<file path="config.mk">
export PLATFORM = sky130hd
export DESIGN_NAME = digit_image_record_rle_decoder_unit
export DESIGN_NICKNAME = d
export VERILOG_FILES = /design/src/rtl/core/dirrle_pkg.sv /design/src/rtl/core/dirrle_parse.sv /design/src/rtl/core/digit_image_record_rle_decoder_unit.sv
export SDC_FILE = /design/constraint.sdc
export NUM_CORES = 1
export LEC_CHECK = 0
export ABC_AREA = 1
export BUFFER_PORTS_ARGS = -buffer_cell sky130_fd_sc_hd__buf_2
export CAP_MARGIN = 25
export CORE_ASPECT_RATIO = 1.2
export CORE_UTILIZATION = 45
export CTS_CLUSTER_DIAMETER = 40
export DETAILED_ROUTE_END_ITERATION = 12
export GPL_ROUTABILITY_DRIVEN = 0
export GPL_TIMING_DRIVEN = 0
export PLACE_DENSITY = 0.77
export SLEW_MARGIN = 20
export SYNTH_ARGS = -nofsm -noshare
export SYNTH_HDL_FRONTEND = slang
export SYNTH_SLANG_ARGS = --single-unit
</file>
<file path="constraint.sdc">
create_clock -name clock -period 5.2 [get_ports clock]
set_input_delay 1.04 -clock clock [delete_from_list [all_inputs] [get_ports clock]]
set_output_delay 1.04 -clock clock [all_outputs]
set_load 0.05 [all_outputs]
</file>
<file path="src/rtl/core/dirrle_pkg.sv">
// ---------------------------------------------------------------------------
// dirrle_pkg: shared types and constants for the record RLE decoder
// Parse phases, result kinds, register indexes and the structs passed
// between the parser and the top level.
// ---------------------------------------------------------------------------
`timescale 1ns / 1ps

package dirrle_pkg;

   // byte that opens every record
   localparam logic [7:0] START_MARK = 8'hff;

   // configuration register indexes
   localparam logic [1:0] CSR_FIXED_WIDTH  = 2'd0;
   localparam logic [1:0] CSR_FIXED_HEIGHT = 2'd1;
   localparam logic [1:0] CSR_GRAY_MODE    = 2'd2;

   // result kinds
   localparam logic [1:0] KIND_HEADER = 2'd0;
   localparam logic [1:0] KIND_RUN    = 2'd1;
   localparam logic [1:0] KIND_GRAY   = 2'd2;

   // record parse phase
   typedef enum logic [2:0] {
      PH_MARK   = 3'd0,
      PH_LABEL  = 3'd1,
      PH_WIDTH  = 3'd2,
      PH_HEIGHT = 3'd3,
      PH_CNT_LO = 3'd4,
      PH_CNT_HI = 3'd5,
      PH_PIX    = 3'd6
   } phase_type;

   // configuration seen by the parser
   typedef struct packed {
      logic [7:0] fixed_width;
      logic [7:0] fixed_height;
      logic       gray_mode;
   } cfg_type;

   // one result word
   typedef struct packed {
      logic [1:0] item_kind;
      logic [7:0] sample_label;
      logic [7:0] image_width;
      logic [7:0] image_height;
      logic [7:0] row_index;
      logic [7:0] column_index;
      logic [7:0] run_length;
      logic [7:0] pixel_value;
      logic       record_end;
      logic       marker_bad;
      logic       run_overflow;
   } result_type;

endpackage

</file>
<file path="src/rtl/core/dirrle_parse.sv">
// ---------------------------------------------------------------------------
// dirrle_parse: record parser and row/column tracker
// Holds the record state, steps it on each accepted byte and forms the
// result word that byte causes, if any.
// ---------------------------------------------------------------------------
`timescale 1ns / 1ps

module dirrle_parse (
   input  logic                   clock,
   input  logic                   reset,
   input  logic                   take,
   input  logic [7:0]             data_byte,
   input  dirrle_pkg::cfg_type    cfg,
   output logic                   res_valid,
   output dirrle_pkg::result_type res
);

   dirrle_pkg::phase_type phase_ff, phase_in;
   logic [7:0] width_ff,  width_in;
   logic [7:0] height_ff, height_in;
   logic [7:0] label_ff,  label_in;
   logic [7:0] row_ff,    row_in;
   logic [7:0] col_ff,    col_in;
   logic       fg_ff,     fg_in;
   logic       bad_ff,    bad_in;

   logic       fixed_dims;
   logic       rec_empty;
   logic [7:0] cols_left;
   logic [7:0] run_len;
   logic       run_ovf;
   logic [7:0] pix_step;
   logic [7:0] next_col;
   logic [7:0] next_row;
   logic       zero_run;
   logic       row_full;
   logic       last_row;

   // shared datapath: run clamp and row/column advance
   always_comb begin
      fixed_dims = (cfg.fixed_width != 8'd0) && (cfg.fixed_height != 8'd0);
      rec_empty  = (width_ff == 8'd0) || (height_ff == 8'd0);
      cols_left  = width_ff - col_ff;
      run_ovf    = data_byte > cols_left;
      run_len    = run_ovf ? cols_left : data_byte;
      pix_step   = cfg.gray_mode ? 8'd1 : run_len;
      next_col   = col_ff + pix_step;
      next_row   = row_ff + 8'd1;
      zero_run   = !cfg.gray_mode && (data_byte == 8'd0);
      row_full   = !zero_run && (next_col >= width_ff);
      last_row   = row_full && (next_row >= height_ff);
   end

   // next phase
   always_comb begin
      phase_in = phase_ff;
      unique case (phase_ff)
         dirrle_pkg::PH_LABEL:  phase_in = fixed_dims ? dirrle_pkg::PH_CNT_LO
                                                      : dirrle_pkg::PH_WIDTH;
         dirrle_pkg::PH_WIDTH:  phase_in = dirrle_pkg::PH_HEIGHT;
         dirrle_pkg::PH_HEIGHT: phase_in = dirrle_pkg::PH_CNT_LO;
         dirrle_pkg::PH_CNT_LO: phase_in = dirrle_pkg::PH_CNT_HI;
         dirrle_pkg::PH_CNT_HI: phase_in = rec_empty ? dirrle_pkg::PH_MARK
                                                     : dirrle_pkg::PH_PIX;
         dirrle_pkg::PH_PIX:    phase_in = last_row ? dirrle_pkg::PH_MARK
                                                    : dirrle_pkg::PH_PIX;
         default:               phase_in = dirrle_pkg::PH_LABEL;
      endcase
   end

   // record state updates and result word
   always_comb begin
      width_in  = width_ff;
      height_in = height_ff;
      label_in  = label_ff;
      row_in    = row_ff;
      col_in    = col_ff;
      fg_in     = fg_ff;
      bad_in    = bad_ff;
      res_valid = 1'b0;

      res.item_kind    = dirrle_pkg::KIND_HEADER;
      res.sample_label = label_ff;
      res.image_width  = width_ff;
      res.image_height = height_ff;
      res.row_index    = 8'd0;
      res.column_index = 8'd0;
      res.run_length   = 8'd0;
      res.pixel_value  = 8'd0;
      res.record_end   = 1'b0;
      res.marker_bad   = 1'b0;
      res.run_overflow = 1'b0;

      unique case (phase_ff)
         dirrle_pkg::PH_LABEL: begin
            label_in = data_byte;
            if (fixed_dims) begin
               width_in  = cfg.fixed_width;
               height_in = cfg.fixed_height;
            end
         end
         dirrle_pkg::PH_WIDTH:  width_in  = data_byte;
         dirrle_pkg::PH_HEIGHT: height_in = data_byte;
         dirrle_pkg::PH_CNT_LO: ;
         dirrle_pkg::PH_CNT_HI: begin
            row_in         = 8'd0;
            col_in         = 8'd0;
            fg_in          = 1'b0;
            res_valid      = 1'b1;
            res.record_end = rec_empty;
            res.marker_bad = bad_ff;
         end
         dirrle_pkg::PH_PIX: begin
            // colour flips on every run byte, zero runs included
            fg_in           = !fg_ff;
            res_valid       = !zero_run;
            res.row_index    = row_ff;
            res.column_index = col_ff;
            res.record_end   = last_row;
            if (cfg.gray_mode) begin
               fg_in            = fg_ff;
               res.item_kind    = dirrle_pkg::KIND_GRAY;
               res.run_length   = 8'd1;
               res.pixel_value  = data_byte;
            end else begin
               res.item_kind    = dirrle_pkg::KIND_RUN;
               res.run_length   = run_len;
               res.pixel_value  = {7'd0, fg_ff};
               res.run_overflow = run_ovf;
            end
            if (!zero_run) begin
               col_in = next_col;
            end
            // row complete: next row starts at column 0 with background
            if (row_full) begin
               col_in = 8'd0;
               fg_in  = 1'b0;
               row_in = next_row;
            end
         end
         default: bad_in = (data_byte != dirrle_pkg::START_MARK);
      endcase
   end

   // state registers
   always_ff @(posedge clock) begin
      if (reset) begin
         phase_ff  <= dirrle_pkg::PH_MARK;
         width_ff  <= 8'd0;
         height_ff <= 8'd0;
         label_ff  <= 8'd0;
         row_ff    <= 8'd0;
         col_ff    <= 8'd0;
         fg_ff     <= 1'b0;
         bad_ff    <= 1'b0;
      end else if (take) begin
         phase_ff  <= phase_in;
         width_ff  <= width_in;
         height_ff <= height_in;
         label_ff  <= label_in;
         row_ff    <= row_in;
         col_ff    <= col_in;
         fg_ff     <= fg_in;
         bad_ff    <= bad_in;
      end
   end

endmodule

</file>
<file path="src/rtl/core/digit_image_record_rle_decoder_unit.sv">
// ---------------------------------------------------------------------------
// digit_image_record_rle_decoder_unit: sample record stream decoder
// Parses record bytes (marker, label, dims, count, pixels) and emits a
// header word per record, one word per nonzero binary run or per gray pixel.
// ---------------------------------------------------------------------------
//   channel | ports                    | direction | word
//   req     | req_valid/req_stall      | in        | one record byte
//   rsp     | rsp_valid/rsp_stall      | out       | header, run or pixel
//   csr     | csr_write/index/wdata    | in        | fixed dims, gray mode
//
// One byte per cycle while req_stall is low; a byte's result appears in the
// output register on the cycle after it is taken. Parser state, config and
// output registers are the only storage. req_stall is raised only while the
// output register holds a word that rsp_stall is holding back. Sync reset
// returns the parser to expecting a start marker and clears all but the output word.
// ---------------------------------------------------------------------------
`timescale 1ns / 1ps

module digit_image_record_rle_decoder_unit (
   input  logic       clock,
   input  logic       reset,
   // record bytes
   input  logic       req_valid,
   output logic       req_stall,
   input  logic [7:0] req_data_byte,
   // results
   output logic       rsp_valid,
   input  logic       rsp_stall,
   output logic [1:0] rsp_item_kind,
   output logic [7:0] rsp_sample_label,
   output logic [7:0] rsp_image_width,
   output logic [7:0] rsp_image_height,
   output logic [7:0] rsp_row_index,
   output logic [7:0] rsp_column_index,
   output logic [7:0] rsp_run_length,
   output logic [7:0] rsp_pixel_value,
   output logic       rsp_record_end,
   output logic       rsp_marker_bad,
   output logic       rsp_run_overflow,
   // configuration
   input  logic       csr_write,
   input  logic [1:0] csr_index,
   input  logic [7:0] csr_wdata
);

   dirrle_pkg::cfg_type    cfg_ff;
   dirrle_pkg::result_type res;
   dirrle_pkg::result_type rsp_ff;
   logic                   res_valid;
   logic                   rsp_valid_ff;
   logic                   take;

   // configuration registers
   always_ff @(posedge clock) begin
      if (reset) begin
         cfg_ff <= '0;
      end else if (csr_write) begin
         unique case (csr_index)
            dirrle_pkg::CSR_FIXED_WIDTH:  cfg_ff.fixed_width  <= csr_wdata;
            dirrle_pkg::CSR_FIXED_HEIGHT: cfg_ff.fixed_height <= csr_wdata;
            dirrle_pkg::CSR_GRAY_MODE:    cfg_ff.gray_mode    <= csr_wdata[0];
            default: ;
         endcase
      end
   end

   // input handshake
   assign req_stall = rsp_valid_ff && rsp_stall;
   assign take      = req_valid && !req_stall;

   dirrle_parse u_parse (
      .clock     (clock),
      .reset     (reset),
      .take      (take),
      .data_byte (req_data_byte),
      .cfg       (cfg_ff),
      .res_valid (res_valid),
      .res       (res)
   );

   // output register
   always_ff @(posedge clock) begin
      if (reset) begin
         rsp_valid_ff <= 1'b0;
      end else if (take && res_valid) begin
         rsp_valid_ff <= 1'b1;
      end else if (!rsp_stall) begin
         rsp_valid_ff <= 1'b0;
      end
   end

   always_ff @(posedge clock) begin
      if (take && res_valid) begin
         rsp_ff <= res;
      end
   end

   assign rsp_valid        = rsp_valid_ff;
   assign rsp_item_kind    = rsp_ff.item_kind;
   assign rsp_sample_label = rsp_ff.sample_label;
   assign rsp_image_width  = rsp_ff.image_width;
   assign rsp_image_height = rsp_ff.image_height;
   assign rsp_row_index    = rsp_ff.row_index;
   assign rsp_column_index = rsp_ff.column_index;
   assign rsp_run_length   = rsp_ff.run_length;
   assign rsp_pixel_value  = rsp_ff.pixel_value;
   assign rsp_record_end   = rsp_ff.record_end;
   assign rsp_marker_bad   = rsp_ff.marker_bad;
   assign rsp_run_overflow = rsp_ff.run_overflow;

endmodule
</file>
* Yosys cells after proc, flatten, opt, wreduce, memory -nomap -nowiden
Index checks and enable logic that the tools add are counted.
Widths: inputs -> output; s select.
** Cells by class
- $add $sub $neg :: 3
- Multiply operators :: 0
- Divide/modulo/power cells :: 0
- Magnitude comparators :: 3
- Equal/unequal tests :: 14
- Shifts and indexed selects :: 0
- Multiplexer cells :: 24
- Bitwise logic cells :: 2
- Reductions and logical operators :: 34
** Operators by type and width (number)
- $pmux 8 s2 :: 4
- $mux 8 :: 7
- $logic_not 8->1 :: 3
- $pmux 3 s6 :: 1
- $ge 8x8->1 :: 2
- $reduce_bool 8->1 :: 2
- $reduce_and 3->1 :: 5
- $reduce_and 2->1 :: 6
- $eq 3x3->1 const B :: 3
- $mux 3 :: 3
- $mux 9 :: 1
- $add 8x1->8 const B :: 1
- $add 8x8->8 :: 1
- $gt 8x8->1 :: 1
- $ne 8x8->1 const B :: 1
- $sub 8x8->8 :: 1
- $logic_and 1x1->1 :: 7
- $eq 3x2->1 const B :: 2
- $ne 2x1->1 const B :: 3
- $pmux 1 s2 :: 3
- $reduce_bool 2->1 :: 3
- $reduce_or 6->1 :: 1
- $logic_not 1->1 :: 4
- $mux 1 :: 4
- 10 further kinds :: 11
** Word-level totals
- Flip-flop bits (word level) :: 124
- Latch bits :: 0
- RAM bits :: 0
- Memory bits (read-only) :: 0
- Input bits :: 23
- Output and inout bits :: 63
- Logic and storage cells :: 105
- Memories kept :: 0

* Depth between registers and ports, before layout
Gate-level depths: netlist of the first run.
- Depth after elaboration :: 10
- Depth in mapped cells :: 38
- Gate-level depth less buffers :: 37

* Hierarchy
Synthesis of the first run repeated with hierarchy kept, for this count alone.
** Unflattened totals
- Cell total of the unflattened synthesis :: 751
- Area, all modules :: 6369.9 um^2
** By module, submodules not included
- dirrle_parse :: instances 1, cells each 567, area each 3709.8 um^2, seq. area each 900.9 um^2
- digit_image_record_rle_decoder_unit :: instances 1, cells each 184, area each 2660.1 um^2, seq. area each 2192.1 um^2

* Least setup slack after synthesis of the first run
Ideal clock, no wire load.
- Path type :: register to register
- From :: reg u_parse.width_ff[0]
- To :: reg u_parse.row_ff[0]
- Library setup time :: 0.116 ns
- Arrival :: 4.702 ns
- Data required time :: 5.084 ns
- Slack :: 0.382 ns
- Cell stages (with the launch flop) :: 38
- Path buffers :: 2
- Period minus slack after synthesis :: 4.818 ns
- Path through :: dfxtp_1 inv_1 ha_1 inv_1 fa_1 nand3_1 nand2_1 nand2_1 a21oi_1 nor2_1 xor2_1 ha_1 nand2_1 nor2_1 nand4_1 inv_1 a21oi_1 clkbuf_1 [2 not listed] nor2_1 ha_1 a21oi_1 nand2_1 a31oi_1 nand3_1 and2_1 ha_1 inv_1 nor3_1 nand2_1 nand3_1 nand2_1 nand2_2 nand2_2 buf_6 a21oi_1 nor2_1
** Between the ends
- Longest elaborated chain between the ends :: 9
** Ends and longest elaborated chain
- start, declared :: RTL line dirrle_parse.sv:19 : logic [7:0] width_ff, width_in;
- start signal, assigned :: RTL line dirrle_parse.sv:158 : width_ff <= width_in;
- $sub 8x8->8 :: RTL line dirrle_parse.sv:43 : cols_left = width_ff - col_ff;
- $gt 8x8->1 :: RTL line dirrle_parse.sv:44 : run_ovf = data_byte > cols_left;
- $mux 8 :: RTL line dirrle_parse.sv:45 : run_len = run_ovf ? cols_left : data_byte;
- $mux 8 :: RTL line dirrle_parse.sv:46 : pix_step = cfg.gray_mode ? 8'd1 : run_len;
- $add 8x8->8 :: RTL line dirrle_parse.sv:47 : next_col = col_ff + pix_step;
- $ge 8x8->1 * :: RTL line dirrle_parse.sv:50 : row_full = !zero_run && (next_col >= width_ff);
- $logic_and 1x1->1 * :: RTL line dirrle_parse.sv:50
- $ne 2x1->1 (no line) *
- $reduce_and 3->1 (no line) *
- end signal, assigned :: RTL line dirrle_parse.sv:161 : row_ff <= row_in;
- end, declared :: RTL line dirrle_parse.sv:22 : logic [7:0] row_ff, row_in;
Every way passes the cells marked *; elsewhere a longest branch is shown, timed or not.
A chain may end at the register's enable or synchronous reset.

* Worst setup path after layout of the first run
- From :: reg u_parse.col_ff[2]
- To :: reg u_parse.col_ff[1]
** Between the ends
- Longest elaborated chain between the ends :: 9
- Elaborated cells on any way between the ends :: 12
- Those cells by class :: 2 x add/sub; 2 x order compare; 1 x eq/ne; 5 x mux; 2 x reduce/logical
** Ends and longest elaborated chain
- start, declared :: RTL line dirrle_parse.sv:23 : logic [7:0] col_ff, col_in;
- start signal, assigned :: RTL line dirrle_parse.sv:162 : col_ff <= col_in;
- $sub 8x8->8 :: RTL line dirrle_parse.sv:43
- $gt 8x8->1 :: RTL line dirrle_parse.sv:44
- $mux 8 :: RTL line dirrle_parse.sv:45
- $mux 8 :: RTL line dirrle_parse.sv:46
- $add 8x8->8 * :: RTL line dirrle_parse.sv:47
- $ge 8x8->1 :: RTL line dirrle_parse.sv:50
- $logic_and 1x1->1 :: RTL line dirrle_parse.sv:50
- $ne 3x3->1 (no line) or $mux 8 (tied branches)
- $reduce_and 3->1 (no line) or $pmux 8 s2 (tied branches)
Every way passes the cells marked *; elsewhere a longest branch is shown, timed or not. The select of a mux whose other input is x is not followed.

==> metrics.md, run 1 <==
| Metric | Value |
|---|---|
| Clock sink count | `124` |
| Number of slew-limit violations in the final report | `0` |
| Crit-path slowest cell | `fa_1` |
| Part of the power in registers | `36.7%` |
| Leak Pwr | `3.267 nW` |
| Switching part of the total power | `30.36%` |
| Place WS | `-0.3488 ns` |
| Largest register by flop count | `cfg_ff` |
| Proportion of layout cells with a drive suffix above 1 | `27.11%` |
| Root Buffer | `clkbuf_16` |
| Actual transition at the worst max-transition pin | `0.7852 ns` |
| Global-route wire length before repair | `~24000 um` |
| Post-CTS Hold Fix Bufs | `0` |
| Highest fanout seen on the critical path | `8` |
| Total number of vias | `around 5.4k` |
| Netlist area before placement | `6165 um^2` |
| Clock latency on the worst-skew pair | `0.42 ns` |
| Worst hold path class | `flop to flop` |
| Count of buffers inserted at the top-level ports | `85` |
| Part of the power in the clock network | `slightly below 40%` |
| PD cells | `~370 nW/um^2` |
| Seq cells post-synth | `124` |
| Largest buffer count on any clock path | `2` |
| Hold WS | `approximately 0.43 ns` |
| Sum of negative setup slack | `-1.070 ns` |
| RSZ-0062 raised after global routing | `yes` |
| Initial DRT Pass Iterations | `5` |
| Synthesized instance count | `708` |
| Worst clock skew | `0.007893 ns` |
| Worst Slack Setup Final | `-0.1095 ns` |
| Count of nets after finishing | `just under 900` |
| Clock edge transition at the registers on the reported setup and hold paths | `0.06 ns` |
| Vias in the first global route | `5055` |
| Global-route congestion overflow total | `0` |
| Part of the Yosys area used for sequential elements | `50.17%` |
| Setup violators final | `16` |
| Highest-utilization routing layer at the global route stage | `met2` |
| Max incr delay on CP | `0.44 ns` |
| M2 GR Usage | `37.23%` |
| Count of unresolved DRC violations after routing | `0` |
| Async set-or-reset flop fraction in the synthesized netlist | `0%` |
| Final cycle utilization of the critical path | `102.1%` |
| Die Area | `14170 um^2` |
| Psw | `between 800 and 900 uW` |
| Clock tree from TritonCTS | `yes` |
| Std-Cell Rows | `46` |
| Boundary Pins | `86` |
| Utilization of the core after routing | `approximately 58%` |
| Worst ir drop on vdd | `0.0001823 V` |
| Violations in the final reports | `negative setup slack` |
| Share of power burned in combinational logic | `a little under a quarter` |
| Most frequent standard cell in the layout excluding fill and tap cells | `nand2_1` |
| Most numerous cell on the critical path | `nand2_1` |
| Growth of design area from synthesis to finish | `26.14%` |
| H-tree levels | `4` |
| Warning count from the yosys run | `0` |
| Final total power | `2.906 mW` |
| Number of flops mapped to enable cells by yosys | `61` |
| Met3 global-route usage | `4.745%` |
| Per-cell routed wire length | `15.87 um` |
| Arr. time, crit path | `5.65 ns` |
| Met1 global-route usage | `around 28%` |
| Via-per-instance ratio | `between 5 and 6` |
| Post-Synthesis Net Count | `~770` |
| Synth cell types | `38` |
| Synthesized area per cell | `8.707 um^2` |
| Number of flip-flops in the largest register | `17` |
| Min Tclk post-route | `5.309 ns` |
| Kind of launch point of the worst setup path | `flop` |
| Most used flip-flop cell after synthesis | `dfxtp_1` |
| Detailed router's first-iteration violation count | `around 420` |
| Reported max-cap violation count | `0` |
| Critical Path RT | `between 5 and 6 ns` |
| Wirelength, routed | `approximately 16000 um` |
| Fin. Hold Viols | `0` |
| Element type at the critical path end | `flop` |
| Commonest cells after routing, fill and taps aside | `nand2_1, nor2_1, buf_2` |
| HPWL after detailed placement | `roughly 11000 um` |
| Fmax achieved | `188.3 MHz` |
| Pin count of the biggest net entering global routing | `62` |
| Design internal power | `2.023 mW` |
| Antenna violations before repair | `0` |
| Core area | `13300 um^2` |
| Critical path class | `flop to flop` |
| Status | `finished with violations` |
| Total GRT Usage | `22.71%` |
| Height of the chip | `130.2 um` |
| Number of CTS-inserted buffers | `17` |
| Die Wd | `108.8 um` |
| ANT nets after route | `0` |
| Starting density of the core | `a little under half` |
| Setup slack of the worst register-to-register path | `-0.11 ns` |
| Worst rel slew slack | `47.25%` |
| Diodes inserted | `0` |
worst paths after layout:
kind | from | cells past startpoint | end
max reg2reg | u_parse.col_ff[2]$_SDFFE_PP0P_ | 32 | u_parse.col_ff[1]$_SDFFE_PP0P_
min reg2reg | u_parse.height_ff[5]$_SDFFE_PP0P_ | 0 | rsp_image_height[5]$_DFFE_PP_
max | u_parse.col_ff[2]$_SDFFE_PP0P_ | 32 | u_parse.col_ff[1]$_SDFFE_PP0P_
min | u_parse.height_ff[5]$_SDFFE_PP0P_ | 0 | rsp_image_height[5]$_DFFE_PP_
kinds of logic after synthesis:
kind of cell / synth area share [%]
and+or+nand+nor: 18.31
buffers and inverters: 7.753
AOI/OAI and AO/OA: 13.21
xor gates and xnor gates: 1.989
DFF: 50.17
adders and majority gates: 8.565
power by group through the flow:
stage / Clock [mW] / Combinational (mW) / Sequential, mW
6_report: 1.15 / 0.688 / 1.07
3_3_place_gp: 0 / 0.474 / 1.08
4_1_cts: 1.16 / 0.565 / 1.06
5_1_grt: 1.20 / 0.758 / 1.07
2_1_floorplan: 0 / 0.370 / 1.08
3_5_place_dp: 0 / 0.491 / 1.09
worst max-delay path, delay by kind of cell, from the launching register on:
kind | cells | cell delay, ns
and+or+nand+nor | 18 | 2.01
adders and majority gates | 4 | 1.34
AOI/OAI and AO/OA | 6 | 0.93
buffers and inverters | 2 | 0.18
xor gates and xnor gates | 2 | 0.39
DFF | 1 | 0.37
routing by layer:
metal | vias to the layer above | wire, um
met5 | - | 0
met4 | 0 | 584
met3 | 49 | 1077
met2 | 238 | 7775
met1 | 2466 | 6576
li1 | 2599 | -
metrics by stage:
step | area [um^2] | cells
after floorplan | 6165 | 708
after global placement | 6800 | 961
after detailed placement | 6803 | 961
after CTS | 7493 | 999
after global routing | 7776 | 1009
final | 7776 | 1009
cell type report:
cell class	count	area, um^2
multi-input cells	469	2846
inverters	98	377.9
clock buffers	21	471.7
clock inverters	11	108.9
flip-flops and latches	124	3097
repair buffers	101	549.3
fillers	1097	5519
well taps	168	210.2
plain buffers	17	115.1
synthesized netlist by cell type, types with 2 or more instances:
library cell	count	share of area, %
nand2_2	3	0.30
xor2_1	7	0.99
buf_4	4	0.49
inv_2	6	0.37
nand3_1	16	1.3
o21a_1	9	1.1
ha_1	39	7.9
xnor2_1	7	0.99
buf_6	3	0.55
buf_2	3	0.24
o21ai_0	66	5.4
nor2_4	3	0.55
a21oi_1	67	5.4
o21ai_1	6	0.49
nor3_1	5	0.41
clkbuf_1	7	0.43
nand2_1	113	6.9
clkinv_1	2	0.12
nand3_2	2	0.32
nor2_1	92	5.6
dfxtp_1	63	20
fa_1	2	0.65
a31oi_1	4	0.41
edfxtp_1	61	30
nand4_1	9	0.91
nor2_2	4	0.41
nor4_1	6	0.61
inv_1	89	5.4
repair_timing:
action                                  in CTS  in global routing
gates resized for setup                     27                 63
endpoints found under the setup margin      20                 20
gates cloned                                 1                  1
buffers inserted                             5                  9
pin swaps                                    7                 33
Note: power is estimated with default switching activity, not from simulation.
==> run 2, diff against run 1 <==
--- a/config.mk
+++ b/config.mk
@@ -8,7 +8,7 @@
 export ABC_AREA = 1
 export BUFFER_PORTS_ARGS = -buffer_cell sky130_fd_sc_hd__buf_2
 export CAP_MARGIN = 25
-export CORE_ASPECT_RATIO = 1.2
+export CORE_ASPECT_RATIO = 0.5
 export CORE_UTILIZATION = 45
 export CTS_CLUSTER_DIAMETER = 40
 export DETAILED_ROUTE_END_ITERATION = 12
==> metrics.md, run 2 (synthesis results as in run 1) <==
| Metric | Value |
|---|---|
| Total number of vias | `5655 (+5.7%)` |
| Global-route wire length before repair | `26030 um (+7.1%)` |
| Violations in the final reports | `negative setup slack` |
| Reported max-cap violation count | `0 (unchanged)` |
| Number of CTS-inserted buffers | `17 (unchanged)` |
| Worst ir drop on vdd | `0.0002281 V (+25%)` |
| Final cycle utilization of the critical path | `103.2% (+1.1 points)` |
| Wirelength, routed | `17280 um (+7.9%)` |
| Worst rel slew slack | `45.61% (-1.6 points)` |
| RSZ-0062 raised after global routing | `yes` |
| Number of slew-limit violations in the final report | `0 (unchanged)` |
| Post-CTS Hold Fix Bufs | `0 (unchanged)` |
| Crit-path slowest cell | `fa_1` |
| ANT nets after route | `0 (unchanged)` |
| Die Area | `14200 um^2 (+0.18%)` |
| Via-per-instance ratio | `5.517 (+4.0%)` |
| Critical Path RT | `5.56 ns (+0.02 ns)` |
| Die Wd | `167.5 um (+54%)` |
| H-tree levels | `4 (unchanged)` |
| Antenna violations before repair | `0 (unchanged)` |
| Pin count of the biggest net entering global routing | `62 (unchanged)` |
| Std-Cell Rows | `29 (-37%)` |
| Initial DRT Pass Iterations | `7 (+2)` |
| Clock latency on the worst-skew pair | `0.43 ns (about the same)` |
| Largest register by flop count | `cfg_ff` |
| Hold WS | `0.4237 ns (-0.007466 ns)` |
| Vias in the first global route | `5249 (+3.8%)` |
| Count of unresolved DRC violations after routing | `0 (unchanged)` |
| Fmax achieved | `186.3 MHz (-1.1%)` |
| Arr. time, crit path | `5.73 ns (+0.08 ns)` |
| Height of the chip | `84.76 um (-35%)` |
| Most numerous cell on the critical path | `nand2_1` |
| Leak Pwr | `3.383 nW (+3.6%)` |
| Max incr delay on CP | `0.41 ns (-0.03 ns)` |
| Kind of launch point of the worst setup path | `flop` |
| Largest buffer count on any clock path | `2 (unchanged)` |
| Clock tree from TritonCTS | `yes` |
| Number of flip-flops in the largest register | `17 (unchanged)` |
| Setup slack of the worst register-to-register path | `-0.17 ns (-0.06 ns)` |
| Worst hold path class | `flop to flop` |
| Clock edge transition at the registers on the reported setup and hold paths | `0.06 ns (about the same)` |
| Root Buffer | `clkbuf_16` |
| Count of buffers inserted at the top-level ports | `85 (unchanged)` |
| Total GRT Usage | `23.85% (+1.1 points)` |
| Boundary Pins | `86 (unchanged)` |
| Count of nets after finishing | `906 (+1.6%)` |
| Worst Slack Setup Final | `-0.1670 ns (-0.05753 ns)` |
| Global-route congestion overflow total | `0 (unchanged)` |
| Actual transition at the worst max-transition pin | `0.8096 ns (+0.02440 ns)` |
| Highest fanout seen on the critical path | `8 (unchanged)` |
| Setup violators final | `19 (+3)` |
| Starting density of the core | `47.32% (+0.96 points)` |
| Multi-input gate area in the final layout | `2950 um^2 (+3.6%)` |
| Core area | `13030 um^2 (-2.0%)` |
| Flip-flop and latch area | `3100 um^2 (+0.12%)` |
| Fin. Hold Viols | `0 (unchanged)` |
| Sum of negative setup slack | `-2.052 ns (-0.9823 ns)` |
| Fin cells | `1025 (+1.6%)` |
| Most frequent standard cell in the layout excluding fill and tap cells | `nand2_1` |
| Diodes inserted | `0 (unchanged)` |
| Min Tclk post-route | `5.367 ns (+0.05753 ns)` |
| Number of cells after detailed placement | `963 (+0.21%)` |
| Detailed router's first-iteration violation count | `684 (+64%)` |
| PD cells | `387.6 nW/um^2 (+3.7%)` |
| Status | `finished with violations` |
| Worst clock skew | `0.01532 ns (+0.007425 ns)` |
| HPWL after detailed placement | `11150 um (+3.0%)` |
| Commonest cells after routing, fill and taps aside | `nand2_1, nor2_1, buf_2` |
| Per-cell routed wire length | `16.85 um (+6.2%)` |
| Element type at the critical path end | `flop` |
| Clock sink count | `124 (unchanged)` |
| Count of filler cells inserted in the layout | `992 (-9.6%)` |
| Critical path class | `flop to flop` |
| Growth of design area from synthesis to finish | `30.22%` |
| Proportion of layout cells with a drive suffix above 1 | `29.47% (+2.4 points)` |
[run 2: power by group]
group | total, mW | switching, mW | leakage, nW | internal [mW]
Clock | 1.20 | 0.451 | 0.297 | 0.746
Combinational | 0.848 | 0.478 | 2.03 | 0.370
Sequential | 1.07 | 0.0211 | 1.05 | 1.04
[run 2: final timing paths]
kind,cells past startpoint,startpoint,to
hold / removal,0,u_parse.label_ff[7]$_SDFFE_PP0P_,rsp_sample_label[7]$_DFFE_PP_
setup / recovery,32,u_parse.col_ff[1]$_SDFFE_PP0P_,u_parse.col_ff[7]$_SDFFE_PP0P_
setup reg to reg,32,u_parse.col_ff[1]$_SDFFE_PP0P_,u_parse.col_ff[7]$_SDFFE_PP0P_
hold reg to reg,0,u_parse.label_ff[7]$_SDFFE_PP0P_,rsp_sample_label[7]$_DFFE_PP_
[run 2: layout make-up]
class / instances / share of cell area (%)
flip-flops and latches: 124 / 38.62
repair buffers: 115 / 8.292
clock inverters: 13 / 1.714
plain buffers: 17 / 1.450
multi-input cells: 469 / 36.75
inverters: 98 / 4.738
clock buffers: 19 / 5.782
well taps: 170 / 2.650
[run 2: per-stage QoR]
stage	worst slack (ns)	area (um^2)	util [%]	total power, mW
2_1_floorplan	0.3823	6165	-	1.451
3_3_place_gp	-0.2475	6803	52.22	1.558
3_5_place_dp	-0.4737	6805	52.24	1.578
4_1_cts	-0.008815	7747	59.48	2.957
5_1_grt	-0.4228	8028	61.63	3.222
6_report	-0.1670	8028	61.63	3.112
[run 2: routing by layer]
metal / GRT usage [%] / part of all wire [%] / wire length (um) / up-vias
met5: 0 / 0 / 0 / -
met4: 9.341 / 2.4 / 409 / 0
met3: 6.223 / 9.8 / 1697 / 55
met2: 38.86 / 46 / 7975 / 311
met1: 30.54 / 42 / 7193 / 2649
li1: - / - / - / 2640
[run 2: what timing repair did]
action                                  in CTS  in global routing
endpoints found under the setup margin      20                 20
endpoints found under the hold margin        0                  0
setup buffers                               23                  5
pin swaps                                   23                 43
gates cloned                                 2                  0
gates resized for setup                     48                 65
[run 2: worst max-delay path: cells and delay by family, from the launching register on]
kind	cells	cell delay (ns)
xor+xnor	2	0.37
simple gates	18	1.98
compound gates	5	0.76
fa+ha+maj	5	1.56
buf+inv	2	0.23
flops	1	0.38
